<file path="config.mk">
export PLATFORM = sky130hd
export DESIGN_NAME = drdd_ram
export DESIGN_NICKNAME = d
export VERILOG_FILES = /design/src/rtl/drdd_ram.sv
export SDC_FILE = /design/constraint.sdc
export NUM_CORES = 1
export LEC_CHECK = 0
export ABC_AREA = 1
export ABC_CLOCK_PERIOD_IN_PS = 1200
export BUFFER_PORTS_ARGS = -buffer_cell sky130_fd_sc_hd__buf_2
export CORE_MARGIN = 2
export CORE_UTILIZATION = 55
export DETAILED_ROUTE_END_ITERATION = 6
export PLACE_DENSITY = 0.75
export SLEW_MARGIN = 10
export SYNTH_ARGS = -nofsm -noshare
export SYNTH_HDL_FRONTEND = slang
export SYNTH_SLANG_ARGS = --single-unit
</file>
<file path="constraint.sdc">
create_clock -name clk -period 1.2 [get_ports clk]
set_clock_uncertainty 0.15 [all_clocks]
set_input_delay 0.24 -clock clk [delete_from_list [all_inputs] [get_ports clk]]
set_output_delay 0.24 -clock clk [all_outputs]
set_load 0.05 [all_outputs]
</file>
<file path="src/rtl/drdd_ram.sv">
module drdd_ram #(
	parameter int WIDTH = 8,
	parameter int DEPTH = 16
) (
	input  logic clk,
	input  logic we,
	input  logic [(DEPTH > 1 ? $clog2(DEPTH) : 1)-1:0] waddr,
	input  logic [WIDTH-1:0] wdata,
	input  logic [(DEPTH > 1 ? $clog2(DEPTH) : 1)-1:0] raddr,
	output logic [WIDTH-1:0] rdata
);
	logic [WIDTH-1:0] mem [DEPTH];

	always_ff @(posedge clk) begin
		if (we) begin
			mem[waddr] <= wdata;
		end
		rdata <= mem[raddr];
	end
endmodule

</file>
Word-level counts from Yosys, hierarchy flattened
Memories as Yosys holds them, arrays and structs flattened. A register that Yosys moved wholly into a read port is not among the register bits.
Index checks and enable logic that the tools add are counted.
Cells by class
  mux-type cells: 2
Operator list (count)
  $mux 1: 2
Storage, ports and cells
  memories kept: 1
  register bits: 0
  memory bits (writable): 128
  word-level logic and storage cells: 3
Memories
  mem: depth 16, bits a word 8, rd ports 1, clocked after memory_dff 1, write ports 1, line 12  | logic [WIDTH-1:0] mem [DEPTH];

Logic depth before layout (Yosys ltp)
Gate-level depths: netlist of the first run.
  depth after elaboration: 2
  gate-level depth with buffers: 8
  depth with buffers taken out: 7

Worst setup path before layout of the first run
OpenSTA, ideal clock, no wires.
  kind: input -> register
  start: input waddr[2] (netlist name)
  end: memory mem[10][0] (enable)
  stages: 2
  library setup time: 370 ps
  arrival: 821 ps
  setup slack: -141 ps
  required time: 680 ps
  cell sequence: nand3b_1 -> nor2_1
RTL lines
  start, declared: line 7  | input logic [(DEPTH > 1 ? $clog2(DEPTH) : 1)-1:0] waddr,
  end, declared: line 12
Straight into the memory's write port.

Worst setup path after layout of the first run
  start: register rdata[6], read port of mem
  end: output rdata[6]
RTL lines
  start, declared: line 10  | output logic [WIDTH-1:0] rdata
No word-level cell between the ends.

==> reports/qor.yml, run 1 <==
status: "complete, but fails checks"
failed_checks: "setup timing"
yosys_warnings: 0
netlist_area_um2: 5770
final_cell_mix: "173 x nand2_1, 128 x edfxtp_1, 99 x inv_1, 84 x nand3_1, 28 x buf_4"
chipHeight_um: 106
hpwl_mm: 8.16
dp_worst_setup_slack_ns: -0.254
synth-seq-area-share_pct: 69.4
cp.arrival_ns: 1.04
chipWidth_um: 106
postPlaceCellArea_um2: 6250
crit_path_max_fanout: 1
avgSynthCellArea_um2: 10.5
drtPass1Iterations: 6
clock_latency_ns: 0.54
yosysTopAreaCell: "edfxtp_1"
htree_levels: 4
totalWireLength_mm: 13.4
syn_to_final_growth_pct: 23.4
crit_chain: "buf_8"
dr.first_iter.drc_count: 378
worstSetupStartpointType: "flip-flop"
whs_ns: 0.00233
row_count: 37
yosys_register_bits: 136
layout_commonest_cell: "nand2_1"
max-slew-margin-rel_pct: 73.2
min_path_type: "in -> reg"
dieArea_um2: 11300
clk_pin_slew_ns: 0.06
layout.nets: 629
cpPeakStageDelay_ns: 0.37
grt_start_max_net_pins: 65
max_cap_viol_count: 0
synth.area.top_cells: "edfxtp_1 67%, nand2_1 11%, nand3_1 8.4%"
power_leakage_nw: 3.09
gp_congestion: 0.892
dpl.cell_count: 721
hold_viol: 0
synthesis.instances: 551
grt_pass1_vias: 3975
cts_tree: "built"
grt_setup_unrepaired: "yes"
root_buffer: "clkbuf_8"
core_area_um2: 10200
vias: 4086
finalPower_mw: 12.0
gr-total-overflow: 0
power_density_nw_per_um2: 1680
synthDistinctLibCells: 12
finalSetupTns_ns: -1.63
clock_path_buffers: 2
period_share_pct: 119
pin_count: 26
drive_gt1_share_pct: 19.2
worst_slew_pin_slew_ns: 0.402
antenna_found_initial: 0
stdcell_count: 760
fin_ws_ns: -0.232
wl_per_cell_um: 17.6
setup_viol: 8
antenna_cells: 0
avgViaCountPerCell: 5.38
start_util_pct: 56.4
end_kind: "output port"
fillers: 691
cp_slowest_cell: "dfxtp_4"
fin_crit_ns: 1.43
clock.fmax_mhz: 698
final_area_um2: 7120
ir_drop_uv: 1930
drc: 0
post-cts-setup-buffer-count: 0
io_buffers: 25
grt_first_pass_wirelength_mm: 21.0
path_delay_family: "flip-flops"
slew_violations: 0
clock_sinks: 136
synth_top_area_share_pct: 66.7
crit_buf_inv: 1
synth_nets: 569
fin_util_pct: 69.5
track_usage_pct: 25.8
numCtsBuffers: 17
cp.required_ns: 0.81
postRouteAntennaNets: 0
crit_type: "reg -> out"
## sequential cells by signal, summed over array words and instances, names as in the netlist
signal and flops:
mem 128, rdata 8
## path summary, 6_finish.rpt
path	end	depth (start not counted)	slack, ns	startpoint
min reg2reg	rdata[0]	6	0.52	mem[2][0]
max reg2reg	rdata[1]	6	0.02	mem[6][1]
max	rdata[6]	1	-0.23	rdata[6]
min	mem[8][6]	1	0.002	wdata[6]
## report_power, final
part	leakage, nW	switching [mW]	internal (mW)
Clock	0.306	1.93	3.77
Combinational	1.56	0.596	0.308
Sequential	1.22	0.0456	5.32
## cell families (layout without fill, tap and decap cells)
family	count (synthesis)	count (layout)	share of synthesized area, %
flops	136	136	69.4
buf+inv	126	199	9.52
simple gates	289	289	21.0
## metal layers
metal  share of wire, %  track usage [%]
met1                 37             32.1
met2                 51             42.2
met3                8.1             6.07
met4                4.0             13.3
met5                  0                0
## final cells by class
class | count | area, um2 | share of cell area, %
Clock inverter | 14 | 229 | 3.22
Tap cell | 136 | 170 | 2.39
Timing Repair Buffer | 65 | 589 | 8.28
Sequential cell | 136 | 4020 | 56.4
Inverter | 102 | 387 | 5.43
Multi-Input combinational cell | 289 | 1310 | 18.4
Clock buffer | 18 | 418 | 5.87
## cells in the mapped netlist, drive strengths merged
| library cell | number |
|---|---|
| inv | 102 |
| buf | 24 |
| edfxtp | 128 |
| nor2 | 17 |
| nand3 | 97 |
| dfxtp | 8 |
| nand2 | 173 |
| nand3b | 2 |
## repair_timing
item | in CTS | in global routing
gates resized for setup | 30 | 16
hold endpoints to repair | 89 | 0
hold buffers | 7 | 0
pin swaps | 0 | 1
setup endpoints to repair | 9 | 14
Power figures use the tool's default switching activity.
==> inputs of run 2 (changes only) <==
--- a/config.mk
+++ b/config.mk
@@ -11,7 +11,8 @@
 export CORE_MARGIN = 2
 export CORE_UTILIZATION = 55
 export DETAILED_ROUTE_END_ITERATION = 6
-export PLACE_DENSITY = 0.75
+export GPL_ROUTABILITY_DRIVEN = 0
+export PLACE_DENSITY = 0.73
 export SLEW_MARGIN = 10
 export SYNTH_ARGS = -nofsm -noshare
 export SYNTH_HDL_FRONTEND = slang
==> run 2 against run 1 <==
Against the previous run: the run still ends with setup timing left; critical path type unchanged; global-route usage decreased by 0.49 points; clock power decreased by 10%; worst setup slack improved by 0.012 ns; worst hold slack improved by 0.015 ns; maximum frequency increased by 0.87%; utilization decreased by 0.93 points.
==> reports/qor.yml, run 2 (synthesized netlist as in run 1, its figures left out) <==
largest_register: "mem"
avgViaCountPerCell: 5.26
htree_levels: 4
setup_viol: 9
gr-total-overflow: 0
p_sw_share_pct: 22.5
r2r_start: "mem[7][0]"
numCtsBuffers: 17
clock_latency_ns: 0.53
grt_pass1_vias: 3968
chipHeight_um: 106
period_share_pct: 118
clk_pin_slew_ns: 0.06
min_path_type: "in -> reg"
grt_first_pass_wirelength_mm: 20.9
drive_gt1_share_pct: 18.9
cp.required_ns: 0.81
power_leakage_nw: 3.03
antenna_cells: 0
core_area_um2: 10200
fin_ws_ns: -0.219
combPwrFrac_pct: 8.0
final_cell_mix: "172 x nand2_1, 128 x edfxtp_1, 99 x inv_1, 85 x nand3_1, 24 x buf_4"
largest_reg_flops: 128
max_cap_viol_count: 0
max-slew-margin-rel_pct: 72.9
p_clk_share_pct: 45.0
finalPower_mw: 11.4
cts_tree: "built"
dr.first_iter.drc_count: 289
track_usage_pct: 25.3
fillers: 729
fin_crit_ns: 1.42
worst_slew_pin_slew_ns: 0.407
syn_to_final_growth_pct: 21.7
ir_drop_uv: 1170
fin_util_pct: 68.6
crit_buf_inv: 1
worstSetupStartpointType: "flip-flop"
cp.arrival_ns: 1.03
hpwl_mm: 7.97
postRouteAntennaNets: 0
status: "complete, but fails checks"
power_density_nw_per_um2: 1620
cpPeakStageDelay_ns: 0.36
crit_end: "rdata[3]"
drtPass1Iterations: 5
totalWireLength_mm: 13.3
wl_per_cell_um: 17.6
row_count: 37
cp.depth: 1
root_buffer: "clkbuf_8"
rrSetupSlack_ns: 0.02
layout_commonest_cell: "nand2_1"
clock.fmax_mhz: 705
clock_sinks: 136
end_kind: "output port"
antenna_found_initial: 0
failed_checks: "setup timing"
cp_slowest_cell: "dfxtp_4"
clock_path_buffers: 2
grt_start_max_net_pins: 64
pin_count: 26
path_delay_family: "flip-flops"
chipWidth_um: 106
crit_type: "reg -> out"
grt_setup_unrepaired: "yes"
pwr-share-seq_pct: 47.1
crit_path_max_fanout: 1
io_buffers: 25
rr_worst_depth: 6
hold_viol: 0
cp-startpoint: "rdata[3]"
internal_power_mw: 8.82
drc: 0
reg2reg_to: "rdata[0]"
slew_violations: 0
crit_chain: "buf_8"
vias: 3974
dieArea_um2: 11300
layout.nets: 624
top_regs: "mem (128), rdata (8)"
p_switching_mw: 2.57
start_util_pct: 56.4
## run 2: cell types whose count changed in the layout (fill, tap and decap cells not counted), sizes merged
cell and delta:
buf -4, bufinv -3, clkinvlp +2, clkbuf +1
dlygate4sd3 -1
## run 2: power groups by stage
stage          registers (mW)  clock network [mW]  logic, mW
2_1_floorplan            5.54                   0      0.382
5_1_grt                  5.37                5.38      0.972
3_5_place_dp             5.44                   0      0.795
6_report                 5.36                5.13      0.906
3_3_place_gp             5.44                   0      0.778
4_1_cts                  5.36                5.16      0.869
## run 2: metal layers
metal  wire length [um]  track usage, %  share of wire, %  up-vias
met2               6510            41.2                49      186
met3               1080            6.68               8.1       22
met5                  0               0                 0        -
met4                280            8.55               2.1        0
li1                   -               -                 -     1879
met1               5450            33.2                41     1887
## run 2: cell type report
| class | count | area [um2] | area share [%] |
|---|---|---|---|
| Multi-Input combinational cell | 289 | 1300 | 18.6 |
| Timing Repair Buffer | 60 | 557 | 7.93 |
| Tap cell | 136 | 170 | 2.42 |
| Clock inverter | 13 | 155 | 2.21 |
| Inverter | 102 | 387 | 5.51 |
| Clock buffer | 19 | 432 | 6.15 |
| Sequential cell | 136 | 4020 | 57.2 |
## run 2: what timing repair did
item,4_1_cts,5_1_grt
pin swaps,0,1
buffers inserted,0,0
setup endpoints to repair,8,14
endpoints found under the hold margin,85,0
resized for setup,29,19
hold buffers,6,0
## run 2: worst min-delay path by stage
stage               startpoint        end  slack [ns]  cells after the start
floorplan             wdata[0]  mem[0][0]        0.19                      0
global placement      raddr[3]   rdata[6]        0.45                      3
detailed placement    raddr[3]   rdata[0]        0.45                      3
CTS                   wdata[3]  mem[8][3]       0.006                      1
global route          wdata[3]  mem[1][3]        0.01                      1
finish                wdata[2]  mem[0][2]        0.02                      1
## run 2: metrics by stage
| step | TNS [ns] | std cells | cell area [um2] | worst slack [ns] | hold WS, ns |
|---|---|---|---|---|---|
| after floorplan | -11.03 | 551 | 5790 | -0.119 | 0.189 |
| after global placement | -23.95 | 717 | 6220 | -0.279 | 0.447 |
| after detailed placement | -28.73 | 717 | 6220 | -0.300 | 0.452 |
| after CTS | -1.66 | 755 | 6940 | -0.240 | 0.00555 |
| after global routing | -1.80 | 755 | 7020 | -0.247 | 0.00993 |
| final | -1.52 | 755 | 7020 | -0.219 | 0.0177 |
